### config.mk
export PLATFORM = sky130hd
export DESIGN_NAME = outlier_gated_moving_average_unit
export DESIGN_NICKNAME = d
export VERILOG_FILES = /design/src/hdl/ogma_pkg.sv /design/src/hdl/ogma_core.sv /design/src/hdl/ogma_scale.sv /design/src/hdl/outlier_gated_moving_average_unit.sv
export SDC_FILE = /design/constraint.sdc
export NUM_CORES = 1
export LEC_CHECK = 0
export BUFFER_PORTS_ARGS = -buffer_cell sky130_fd_sc_hd__clkbuf_2
export CAP_MARGIN = 15
export CORE_MARGIN = 1
export CORE_UTILIZATION = 60
export CTS_BUF_LIST = sky130_fd_sc_hd__clkbuf_4 sky130_fd_sc_hd__clkbuf_8
export DETAILED_ROUTE_END_ITERATION = 16
export PLACE_DENSITY = 0.78
export SETUP_SLACK_MARGIN = 0.15
export SLEW_MARGIN = 25
export SYNTH_ARGS = -nofsm -noshare
export SYNTH_HDL_FRONTEND = slang
export SYNTH_SLANG_ARGS = --single-unit
### constraint.sdc
create_clock -name clk -period 9.5 [get_ports clk]
set_clock_uncertainty 0.15 [all_clocks]
set_input_delay 1.9 -clock clk [delete_from_list [all_inputs] [get_ports clk]]
set_output_delay 1.9 -clock clk [all_outputs]
set_load 0.005 [all_outputs]
### src/hdl/ogma_pkg.sv
package ogma_pkg;

  // Default build of the filter
  localparam int WINDOW_LEN_DEF  = 8;
  localparam int SAMPLE_BITS_DEF = 12;

  // Field widths of the channels
  localparam int NOW_W    = 32;
  localparam int ADC_W    = 12;
  localparam int FILT_W   = 12;
  localparam int INTV_W   = 16;
  localparam int THR_W    = 8;
  localparam int CFG_IDX_W = 2;
  localparam int CFG_DAT_W = 16;

  // Configuration register indexes
  localparam logic [CFG_IDX_W-1:0] REG_UPDATE_INTERVAL = 2'd0;
  localparam logic [CFG_IDX_W-1:0] REG_OUTLIER_THRESH  = 2'd1;

  // Reset values of the configuration registers
  localparam logic [INTV_W-1:0] INTERVAL_RST  = 16'd100;
  localparam logic [THR_W-1:0]  THRESHOLD_RST = 8'd32;

  typedef struct packed {
    logic [NOW_W-1:0] now_ms;
    logic [ADC_W-1:0] adc_sample;
  } ogma_in_t;

  typedef struct packed {
    logic [FILT_W-1:0] filtered_value;
    logic              sampled;
    logic              accepted;
  } ogma_out_t;

  // Status of one processed transaction, core to output stage
  typedef struct packed {
    logic sampled;
    logic accepted;
  } ogma_flags_t;

endpackage

### src/hdl/ogma_core.sv
module ogma_core #(
  parameter int WINDOW_LEN  = ogma_pkg::WINDOW_LEN_DEF,
  parameter int SAMPLE_BITS = ogma_pkg::SAMPLE_BITS_DEF,
  parameter int SUM_W       = SAMPLE_BITS + $clog2(WINDOW_LEN)
) (
  input  logic                        clk,
  input  logic                        rst_n,
  input  logic                        proc_en,
  input  ogma_pkg::ogma_in_t          item,
  input  logic [ogma_pkg::INTV_W-1:0] interval,
  input  logic [ogma_pkg::THR_W-1:0]  threshold,
  output logic [SUM_W-1:0]            sum_out,
  output ogma_pkg::ogma_flags_t       flags_out
);
  import ogma_pkg::*;

  localparam int POS_W = $clog2(WINDOW_LEN);
  localparam logic [POS_W-1:0] POS_LAST = POS_W'(WINDOW_LEN - 1);

  // Ring storage: no reset, entries are valid only once the pointer has wrapped
  logic [SAMPLE_BITS-1:0] ring_r [WINDOW_LEN];
  logic [SAMPLE_BITS-1:0] rd_r;

  logic [SUM_W-1:0]  sum_r, sum_nxt;
  logic [POS_W-1:0]  pos_r, pos_nxt, rd_addr;
  logic              wrapped_r, wrapped_nxt;
  logic [NOW_W-1:0]  last_r, last_nxt;
  logic [SUM_W-1:0]  sum_out_r;
  ogma_flags_t       flags_r;

  logic [SAMPLE_BITS-1:0] sample, oldest;
  logic [NOW_W-1:0]       elapsed;
  logic                   examine, take;
  logic [SUM_W-1:0]       scaled, dev;
  logic [SUM_W+THR_W-1:0] dev_x16, sum_x_thr;

  always_comb begin
    sample   = SAMPLE_BITS'(item.adc_sample);
    oldest   = wrapped_r ? rd_r : '0;
    elapsed  = item.now_ms - last_r;
    examine  = (elapsed >= NOW_W'(interval));
    scaled   = SUM_W'(sample) * SUM_W'(WINDOW_LEN);
    dev      = (scaled >= sum_r) ? (scaled - sum_r) : (sum_r - scaled);
    dev_x16  = (SUM_W + THR_W)'({dev, 4'b0000});
    sum_x_thr = (SUM_W + THR_W)'(sum_r) * (SUM_W + THR_W)'(threshold);
    take     = examine && ((sum_r == '0) || (dev_x16 <= sum_x_thr));

    sum_nxt     = sum_r;
    pos_nxt     = pos_r;
    wrapped_nxt = wrapped_r;
    if (take) begin
      sum_nxt     = sum_r - SUM_W'(oldest) + SUM_W'(sample);
      pos_nxt     = (pos_r == POS_LAST) ? '0 : pos_r + 1'b1;
      wrapped_nxt = wrapped_r | (pos_r == POS_LAST);
    end
    last_nxt = examine ? item.now_ms : last_r;
    rd_addr  = proc_en ? pos_nxt : pos_r;
  end

  always_ff @(posedge clk) begin
    if (!rst_n) begin
      sum_r     <= '0;
      pos_r     <= '0;
      wrapped_r <= 1'b0;
      last_r    <= '0;
    end else if (proc_en) begin
      sum_r     <= sum_nxt;
      pos_r     <= pos_nxt;
      wrapped_r <= wrapped_nxt;
      last_r    <= last_nxt;
    end
  end

  // Write the accepted sample, prefetch the entry the pointer will face next
  always_ff @(posedge clk) begin
    if (proc_en && take) begin
      ring_r[pos_r] <= sample;
    end
    rd_r <= ring_r[rd_addr];
  end

  always_ff @(posedge clk) begin
    if (proc_en) begin
      sum_out_r        <= sum_nxt;
      flags_r.sampled  <= examine;
      flags_r.accepted <= take;
    end
  end

  assign sum_out   = sum_out_r;
  assign flags_out = flags_r;

endmodule

### src/hdl/ogma_scale.sv
module ogma_scale #(
  parameter int WINDOW_LEN  = ogma_pkg::WINDOW_LEN_DEF,
  parameter int SAMPLE_BITS = ogma_pkg::SAMPLE_BITS_DEF,
  parameter int SUM_W       = SAMPLE_BITS + $clog2(WINDOW_LEN)
) (
  input  logic [SUM_W-1:0]            sum,
  output logic [ogma_pkg::FILT_W-1:0] level
);
  import ogma_pkg::*;

  // floor(sum / WINDOW_LEN) as (sum * ceil(2^K / WINDOW_LEN)) >> K, exact for sum < 2^SUM_W
  localparam int K      = SUM_W + $clog2(WINDOW_LEN);
  localparam int MW     = SUM_W + 1;
  localparam longint unsigned RECIP_L =
    ((64'd1 << K) + 64'(WINDOW_LEN) - 64'd1) / 64'(WINDOW_LEN);
  localparam logic [MW-1:0] RECIP = MW'(RECIP_L);
  localparam int PW     = SUM_W + MW;

  logic [PW-1:0]          prod;
  logic [SAMPLE_BITS-1:0] quot;

  always_comb begin
    prod  = PW'(sum) * PW'(RECIP);
    quot  = prod[K +: SAMPLE_BITS];
    level = FILT_W'(quot);
  end

endmodule

### src/hdl/outlier_gated_moving_average_unit.sv
// Outlier-gated moving average of a light-sensor reading.
// Input channel (in_valid / in_stall / in_data): one transaction per sensor
// sample, carrying a millisecond timestamp and the raw converter value.
// Result channel (out_valid / out_stall / out_data): exactly one transaction
// per input, carrying the filtered level and the sampled / accepted flags.
// Config channel (cfg_valid / cfg_ready / cfg_index / cfg_data): writes the
// update interval (index 0) and the Q4.4 outlier threshold (index 1); write
// only while no transaction is in flight. cfg_ready is always high.
// A result passes the input register, then the core register (the state
// update), then the output register (the divide) before it appears.
// Throughput: one transaction per cycle unless out_stall holds the flow;
// the window sum, ring pointer and prefetched oldest entry update together.
// Reset (rst_n low, synchronous) empties the pipeline, zeroes the window sum,
// pointer and last-update time and restores the register defaults; the ring
// memory is not cleared, entries read as zero until the pointer first wraps.
// When the receiver stalls, the output holds; the stages behind it keep
// filling, and in_stall rises once all three stages are occupied.
module outlier_gated_moving_average_unit #(
  parameter int WINDOW_LEN  = ogma_pkg::WINDOW_LEN_DEF,
  parameter int SAMPLE_BITS = ogma_pkg::SAMPLE_BITS_DEF
) (
  input  logic                           clk,
  input  logic                           rst_n,
  input  logic                           in_valid,
  output logic                           in_stall,
  input  ogma_pkg::ogma_in_t             in_data,
  output logic                           out_valid,
  input  logic                           out_stall,
  output ogma_pkg::ogma_out_t            out_data,
  input  logic                           cfg_valid,
  output logic                           cfg_ready,
  input  logic [ogma_pkg::CFG_IDX_W-1:0] cfg_index,
  input  logic [ogma_pkg::CFG_DAT_W-1:0] cfg_data
);
  import ogma_pkg::*;

  localparam int SUM_W = SAMPLE_BITS + $clog2(WINDOW_LEN);

  // Configuration registers
  logic [INTV_W-1:0] interval_r, interval_nxt;
  logic [THR_W-1:0]  thresh_r, thresh_nxt;

  // Pipeline control and payload
  logic        s1_valid_r, s1_valid_nxt;
  ogma_in_t    s1_item_r;
  logic        s2_valid_r, s2_valid_nxt;
  logic        out_valid_r, out_valid_nxt;
  ogma_out_t   out_data_r;
  logic        en_core, en_out, in_take;

  logic [SUM_W-1:0]  core_sum;
  ogma_flags_t       core_flags;
  logic [FILT_W-1:0] level;

  assign cfg_ready = 1'b1;

  // Decode configuration writes
  always_comb begin
    interval_nxt = interval_r;
    thresh_nxt   = thresh_r;
    if (cfg_valid && cfg_ready) begin
      unique case (cfg_index)
        REG_UPDATE_INTERVAL: interval_nxt = cfg_data;
        REG_OUTLIER_THRESH:  thresh_nxt   = THR_W'(cfg_data);
        default: ;
      endcase
    end
  end

  always_ff @(posedge clk) begin
    if (!rst_n) begin
      interval_r <= INTERVAL_RST;
      thresh_r   <= THRESHOLD_RST;
    end else begin
      interval_r <= interval_nxt;
      thresh_r   <= thresh_nxt;
    end
  end

  // Advance each stage when the one ahead is empty or moving on
  always_comb begin
    en_out   = s2_valid_r && (!out_valid_r || !out_stall);
    en_core  = s1_valid_r && (!s2_valid_r || en_out);
    in_stall = s1_valid_r && !en_core;
    in_take  = in_valid && !in_stall;

    s1_valid_nxt  = in_take ? 1'b1 : (en_core ? 1'b0 : s1_valid_r);
    s2_valid_nxt  = en_core ? 1'b1 : (en_out ? 1'b0 : s2_valid_r);
    out_valid_nxt = en_out ? 1'b1 : ((out_valid_r && !out_stall) ? 1'b0 : out_valid_r);
  end

  always_ff @(posedge clk) begin
    if (!rst_n) begin
      s1_valid_r  <= 1'b0;
      s2_valid_r  <= 1'b0;
      out_valid_r <= 1'b0;
    end else begin
      s1_valid_r  <= s1_valid_nxt;
      s2_valid_r  <= s2_valid_nxt;
      out_valid_r <= out_valid_nxt;
    end
  end

  // Capture the incoming transaction
  always_ff @(posedge clk) begin
    if (in_take) begin
      s1_item_r <= in_data;
    end
  end

  // Interval gate, outlier test and window update
  ogma_core #(
    .WINDOW_LEN (WINDOW_LEN),
    .SAMPLE_BITS(SAMPLE_BITS),
    .SUM_W      (SUM_W)
  ) u_core (
    .clk      (clk),
    .rst_n    (rst_n),
    .proc_en  (en_core),
    .item     (s1_item_r),
    .interval (interval_r),
    .threshold(thresh_r),
    .sum_out  (core_sum),
    .flags_out(core_flags)
  );

  // Window sum to average
  ogma_scale #(
    .WINDOW_LEN (WINDOW_LEN),
    .SAMPLE_BITS(SAMPLE_BITS),
    .SUM_W      (SUM_W)
  ) u_scale (
    .sum  (core_sum),
    .level(level)
  );

  always_ff @(posedge clk) begin
    if (en_out) begin
      out_data_r.filtered_value <= level;
      out_data_r.sampled        <= core_flags.sampled;
      out_data_r.accepted       <= core_flags.accepted;
    end
  end

  assign out_valid = out_valid_r;
  assign out_data  = out_data_r;

`ifndef SYNTHESIS
  // A sample can only enter the window after it was examined
  a_accept_needs_sample: assert property (@(posedge clk) disable iff (!rst_n)
    s2_valid_r |-> (core_flags.sampled || !core_flags.accepted))
    else $error("accepted without sampled");

  // Never overwrite an occupied update stage that is not draining
  a_no_overrun: assert property (@(posedge clk) disable iff (!rst_n)
    (en_core && s2_valid_r) |-> en_out)
    else $error("update stage overrun");

  // Reset empties every stage
  a_reset_flush: assert property (@(posedge clk)
    !rst_n |=> (!out_valid_r && !s2_valid_r && !s1_valid_r))
    else $error("pipeline not empty after reset");
`endif

endmodule
== Yosys cells after proc, flatten, opt, wreduce, memory -nomap -nowiden ==
Memories as Yosys holds them, arrays and structs flattened. A register that Yosys moved wholly into a read port is not among the register bits.
Cells that the tools add are included.
Cells by class
  add/subtract/negate cells: 6
  multiply operators: 1
  order comparisons: 3
  eq/ne operators: 2
  mux-type cells: 14
  bitwise logic cells: 1
  reductions and logical operators: 24
Operators with widths (count)
  >= comparator 32 x 16 -> 1 bit: 1
  subtractor 32 bit: 1
  2-to-1 mux 15 bit: 2
  subtractor 15 bit: 2
  <= comparator 19 x 23 -> 1 bit: 1
  multiplier 15 x 8 -> 23 bit: 1
  adder 15 x 12 -> 15 bit: 1
  >= comparator 15 bit: 1
  logical NOT 15 bit: 1
  subtractor 15 x 12 -> 15 bit: 1
  2-to-1 mux 12 bit: 1
  2-to-1 mux 3 bit: 3
  2-to-1 mux 1 bit: 8
  AND reduction 2 bit: 4
  logical AND 1 bit: 7
  nonzero test 2 bit: 3
  logical NOT 1 bit: 5
  adder 3 x 1 -> 3 bit (second input constant): 1
  equality test 3 bit (second input constant): 1
  logical OR 1 bit: 3
  equality test 2 x 1 -> 1 bit (second input constant): 1
  logical NOT 2 bit: 1
  OR 1 bit: 1
Word-level totals
  flip-flop bits (word level): 153
  memory bits (writable): 96
  logic and storage cells: 69
  memories: 1
Memories
  u_core.ring_r: words 8, width 12, read ports 1, clocked after Yosys merged registers in 1, wr ports 1, RTL line ogma_core.sv:21  | logic [SAMPLE_BITS-1:0] ring_r [WINDOW_LEN];

== Depth between registers and ports, before layout ==
  depth after elaboration: 10
  mapped depth: 36
  depth with buffers taken out: 32

== Modules after synthesis ==
From an unflattened synthesis, not the netlist that was laid out.
Unflattened totals
  cell total of the unflattened synthesis: 1847
  area, all modules: 18400.1 um^2
Modules (own cells, without submodules)
  ogma_core: instances 1, cells an instance 1661, area each 15448.6 um^2
  outlier_gated_moving_average_unit: instances 1, cells an instance 174, area each 2861.5 um^2
  ogma_scale: instances 1, cells an instance 12, area each 90.1 um^2

== Least setup slack after synthesis ==
Ideal clock, no wire load.
  kind: register -> register
  from: register thresh_r[6]
  to: memory u_core.ring_r[4][0] in the netlist's numbering (enable)
  library setup time: 417 ps
  data arrival time: 8106 ps
  data required time: 8933 ps
  setup slack: 827 ps
  cell stages (with the launch flop): 31
  buffers on the path: 2
  period minus slack after synthesis: 8673 ps
  path through: dfxtp_1 clkbuf_1 and2_1 fa_1 fa_1 fa_1 inv_1 fa_1 inv_1 ha_1 o21ai_0 nand2b_1 o311a_1 or3b_2 a21oi_1 o21bai_1 a21o_1 a21oi_1 xor2_1 ha_1 nand4_1 a2111oi_0 nand4_1 or3_1 nand3_1 a21oi_1 and4_1 nor2b_1 nand2_2 clkbuf_1 nor4b_1
Between the ends
  longest elaborated chain between the ends: 7
RTL lines
  start, declared: RTL line outlier_gated_moving_average_unit.sv:41  | logic [THR_W-1:0] thresh_r, thresh_nxt;
  start signal, assigned: RTL line outlier_gated_moving_average_unit.sv:76  | thresh_r <= thresh_nxt;
  multiplier 15 x 8 -> 23 bit: RTL line ogma_core.sv:45  | sum_x_thr = (SUM_W + THR_W)'(sum_r) * (SUM_W + THR_W)'(threshold);
  <= comparator 19 x 23 -> 1 bit: RTL line ogma_core.sv:46  | take = examine && ((sum_r == '0) || (dev_x16 <= sum_x_thr));
  logical OR 1 bit: RTL line ogma_core.sv:46
  logical AND 1 bit: RTL line ogma_core.sv:46
  logical AND 1 bit: RTL line ogma_core.sv:76  | if (proc_en && take) begin
  2-to-1 mux 1 bit: RTL line ogma_core.sv:76
  2-to-1 mux 1 bit (implied by the code): RTL line ogma_core.sv:77  | ring_r[pos_r] <= sample;
  end, declared: RTL line ogma_core.sv:21
No other way between the ends.

== Final worst setup path ==
  from: register u_core.sum_r[4]
  to: register u_core.rd_r[0] (read register of u_core.ring_r)
Between the ends
  longest elaborated chain between the ends: 7
RTL lines
  start, declared: RTL line ogma_core.sv:24  | logic [SUM_W-1:0] sum_r, sum_nxt;
  start signal, assigned: RTL line ogma_core.sv:67  | sum_r <= sum_nxt;
  parallel branches: the longest is 3 deep, another holds multiplier 15 x 8 -> 23 bit
  logical OR 1 bit *: RTL line ogma_core.sv:46
  logical AND 1 bit *: RTL line ogma_core.sv:46
  2-to-1 mux 3 bit *: RTL line ogma_core.sv:51  | if (take) begin
  2-to-1 mux 3 bit *: RTL line ogma_core.sv:57  | rd_addr = proc_en ? pos_nxt : pos_r;
  end, declared: RTL line ogma_core.sv:22  | logic [SAMPLE_BITS-1:0] rd_r;
Mark *: on every way between the ends.
A chain may end at the register's enable or synchronous reset.

==> metrics.md <==
| Metric | Value |
|---|---|
| Status | `finished clean` |
| Number of synthesized register bits | `258` |
| Synth warn | `0` |
| Vias in the first global route | `13.4k` |
| Pwr dens | `236 nW/um2` |
| Fin. max-slew vios | `0` |
| Final setup fails | `0` |
| Sequential element share of the synthesized area | `a little under two fifths` |
| Crit-path slowest cell | `dfxtp_1` |
| DRT iter0 DRCs | `943` |
| Syn_area_per_cell | `9.91 um2` |
| Number of flops mapped to enable cells by yosys | `168` |
| I/O Buffers | `82` |
| Hold Violations, Final | `0` |
| H-tree levels | `2` |
| Min cycle time layout | `8810 ps` |
| DRT Wirelength | `42200 um` |
| Most used cell, CP | `fa_1` |
| Worst slack, placed | `754 ps` |
| Die ar. | `about 31000 um2` |
| Slew @ Worst Pin | `973 ps` |
| Post-CTS Resized | `0` |
| Rel. slew slack | `33.3%` |
| Io pins | `84` |
| CP max FO | `38` |
| Area delta synth->final | `9.84%` |
| Synth Cell Area | `18200 um2` |
| Max Fclk | `roughly 110 MHz` |
| Initial antenna violation count | `3` |
| CTS Hold Bufs | `0` |
| Most common flop cell mapped by yosys | `edfxtp_1` |
| Worst-Skew Late Latency | `590 ps` |
| Max clock buf depth | `3` |
| Max IR drop VDD | `approximately 160 uV` |
| Period utilization | `92.8%` |
| Setup crit end kind | `flop` |
| Net count after synthesis | `2137` |
| RSZ-0062 raised after global routing | `false` |
| Post-route DRC | `0` |
| Root buf cell | `clkbuf_8` |
| Post-CTS setup buffer count | `0` |
| Final Util | `roughly two thirds` |
| TritonCTS clock tree | `yes` |
| Pin count of the biggest net entering global routing | `45` |
| Placed Instances | `2248` |
| CP arrival | `between 9000 and 10000 ps` |
| Max incr delay on CP | `between 600 and 700 ps` |
| Met2 usage | `45.6%` |
| Startpoint types | `flop` |
| FP Rows | `63` |
| Via density | `5.77` |
| GR Util met3 | `4.20%` |
| GR peak layer | `met2` |
| Post-route setup slack | `685 ps` |
| CP required | `9810 ps` |
| Vias | `13.5k` |
| Global-route wire length before repair | `68400 um` |
| Grt total ovfl | `0` |
| TritonCTS Buffers | `44` |
| DP HPWL | `32400 um` |
| Layout cells sized above 1 | `12.8%` |
| Total negative slack | `0 ps` |
| Filler cell count | `roughly 2.4k` |
| Async SR Flop Fraction | `0%` |
| Layout Cells excl Fill | `2332` |
| Clock Sinks | `258` |
| Initial Utilization | `between 60% and 70%` |
| Critical path type | `flop to flop` |
| Chip width | `176 um` |
| DIE HEIGHT | `176 um` |
| Layout net count | `2209` |
| Hold slack | `about 270 ps` |
| First-pass detailed-route iteration total | `5` |
| DRT antenna net count | `0` |
| Total core area | `just under 30000 um2` |
| Gate Count Post-Synth | `1832` |
| Worst hold path class | `flop to flop` |
| Dpl cell area | `19000 um2` |
| Pleak | `8.77 nW` |
| GPL Wtd Cong | `approximately 0.93` |
| Post-route cell area | `19900 um2` |
| Cell variety after synth | `74` |
| Drt wl/cell | `roughly 18 um` |
| Global-route usage over all layers | `between 20% and 30%` |
| Max cap viols | `0` |
| Met1 Use GR | `37.2%` |
| CTS clk-pin slew, worst paths | `60 ps` |
| Power, Total | `4.72 mW` |
-- per-layer routing --
metal	vias up	share of wire [%]
met5	-	0.040
met1	6473	44
met3	105	5.5
li1	6471	-
met4	2	4.8
met2	410	45
-- registers in the layout, summed over array words and instances (netlist names), named ones only --
| name | cells |
|---|---|
| u_core.last_r | 32 |
| thresh_r | 8 |
| s1_valid_r | 1 |
| s2_valid_r | 1 |
| u_core.flags_out | 2 |
| out_valid | 1 |
| u_core.sum_r | 12 |
| interval_r | 16 |
| u_core.ring_r | 96 |
| u_core.pos_r | 3 |
| out_data | 14 |
| u_core.sum_out | 12 |
| u_core.rd_r | 12 |
| s1_item_r | 44 |
| u_core.wrapped_r | 1 |
-- Yosys cell counts, types with 5 or more instances --
cell | count | area [um2]
a2111oi_0 | 5 | 43.8
a2111oi_2 | 12 | 180
a211o_1 | 6 | 52.6
a211oi_1 | 15 | 113
a21boi_0 | 15 | 113
a21o_1 | 33 | 248
a21oi_1 | 117 | 586
a221oi_1 | 13 | 114
a31oi_1 | 9 | 56.3
and2_1 | 127 | 795
and3_1 | 7 | 43.8
buf_2 | 17 | 85.1
clkbuf_1 | 57 | 214
dfxtp_1 | 90 | 1800
edfxtp_1 | 168 | 5040
fa_1 | 92 | 1840
ha_1 | 146 | 1830
inv_1 | 214 | 803
mux2_2 | 13 | 146
mux2i_1 | 59 | 591
nand2_1 | 179 | 672
nand2b_1 | 20 | 125
nand3_1 | 10 | 50.1
nand4_1 | 15 | 93.8
nor2_1 | 99 | 372
nor2b_1 | 15 | 93.8
nor3_1 | 28 | 140
nor4_1 | 5 | 31.3
o211ai_1 | 10 | 75.1
o21a_1 | 14 | 105
o21ai_0 | 56 | 280
o21ai_1 | 5 | 25.0
o21bai_1 | 13 | 97.6
o221a_1 | 12 | 135
o221a_2 | 12 | 135
or3_1 | 9 | 56.3
xnor2_1 | 31 | 272
xor2_1 | 25 | 219
-- cell type report --
type,count,area (um2),area share (%)
clock buffers,62,772,3.87
inverters,216,811,4.07
flip-flops and latches,258,6850,34.3
multi-input cells,1275,10200,51.2
diodes,2,5.00,0.0251
clock inverters,20,185,0.929
well taps,390,488,2.45
repair buffers,109,626,3.14
-- placed cells by master (no fill, tap or decap), drive strengths merged, types with 3 or more instances in the layout --
cell type / netlist / final
o21ai: 62 / 62
mux2: 13 / 13
xnor2: 31 / 31
a21oi: 118 / 118
ha: 146 / 146
o21bai: 13 / 13
nor4: 5 / 5
nand3: 10 / 10
a211oi: 15 / 15
dfxtp: 90 / 90
inv: 215 / 218
a21boi: 18 / 18
a221oi: 13 / 13
a31oi: 10 / 10
nand2: 180 / 180
clkinv: 1 / 15
o211ai: 10 / 10
o21a: 14 / 14
nand4: 16 / 16
nand2b: 20 / 20
and3: 7 / 7
and2: 127 / 127
a2111oi: 17 / 17
nor3: 28 / 28
o221a: 24 / 24
fa: 92 / 92
or2: 3 / 3
xor2: 25 / 25
nor3b: 4 / 4
edfxtp: 168 / 168
mux2i: 59 / 59
buf: 24 / 27
nor2b: 15 / 15
a21o: 33 / 33
nor2: 99 / 99
a211o: 6 / 6
or3: 9 / 9
clkbuf: 59 / 144
or4: 3 / 3
-- path summary, 6_finish.rpt --
path	startpoint	to	slack (ps)	cells after the start
max	u_core.sum_r[4]	u_core.rd_r[0]	690	32
min	u_core.sum_out[4]	out_data[3]	270	0
max reg2reg	u_core.sum_r[4]	u_core.rd_r[0]	690	32
min reg2reg	u_core.sum_out[4]	out_data[3]	270	0
-- worst max-delay path: cells and delay by family, from the launching register on --
kind            cells  cell delay [ps]
fa+ha+maj           6             2590
buf+inv             4              620
simple gates       11             2490
compound gates     10             2060
flops               1              610
xor+xnor            1              120
-- logic make-up after synthesis --
group           Yosys count  synth area share, %
buf+inv                 299                 6.42
mux                      72                 4.06
flops                   258                 37.7
compound gates          372                 14.3
simple gates            536                 14.6
fa+ha+maj               238                 20.2
other cells               1               0.0207
xor+xnor                 56                 2.70
-- power by group --
part / internal [mW] / leakage (nW) / switching, mW
sequential: 1.39 / 2.29 / 0.133
combinational: 0.874 / 5.97 / 1.26
clock: 0.592 / 0.505 / 0.471
No activity file was read; power rests on OpenSTA's default activity.
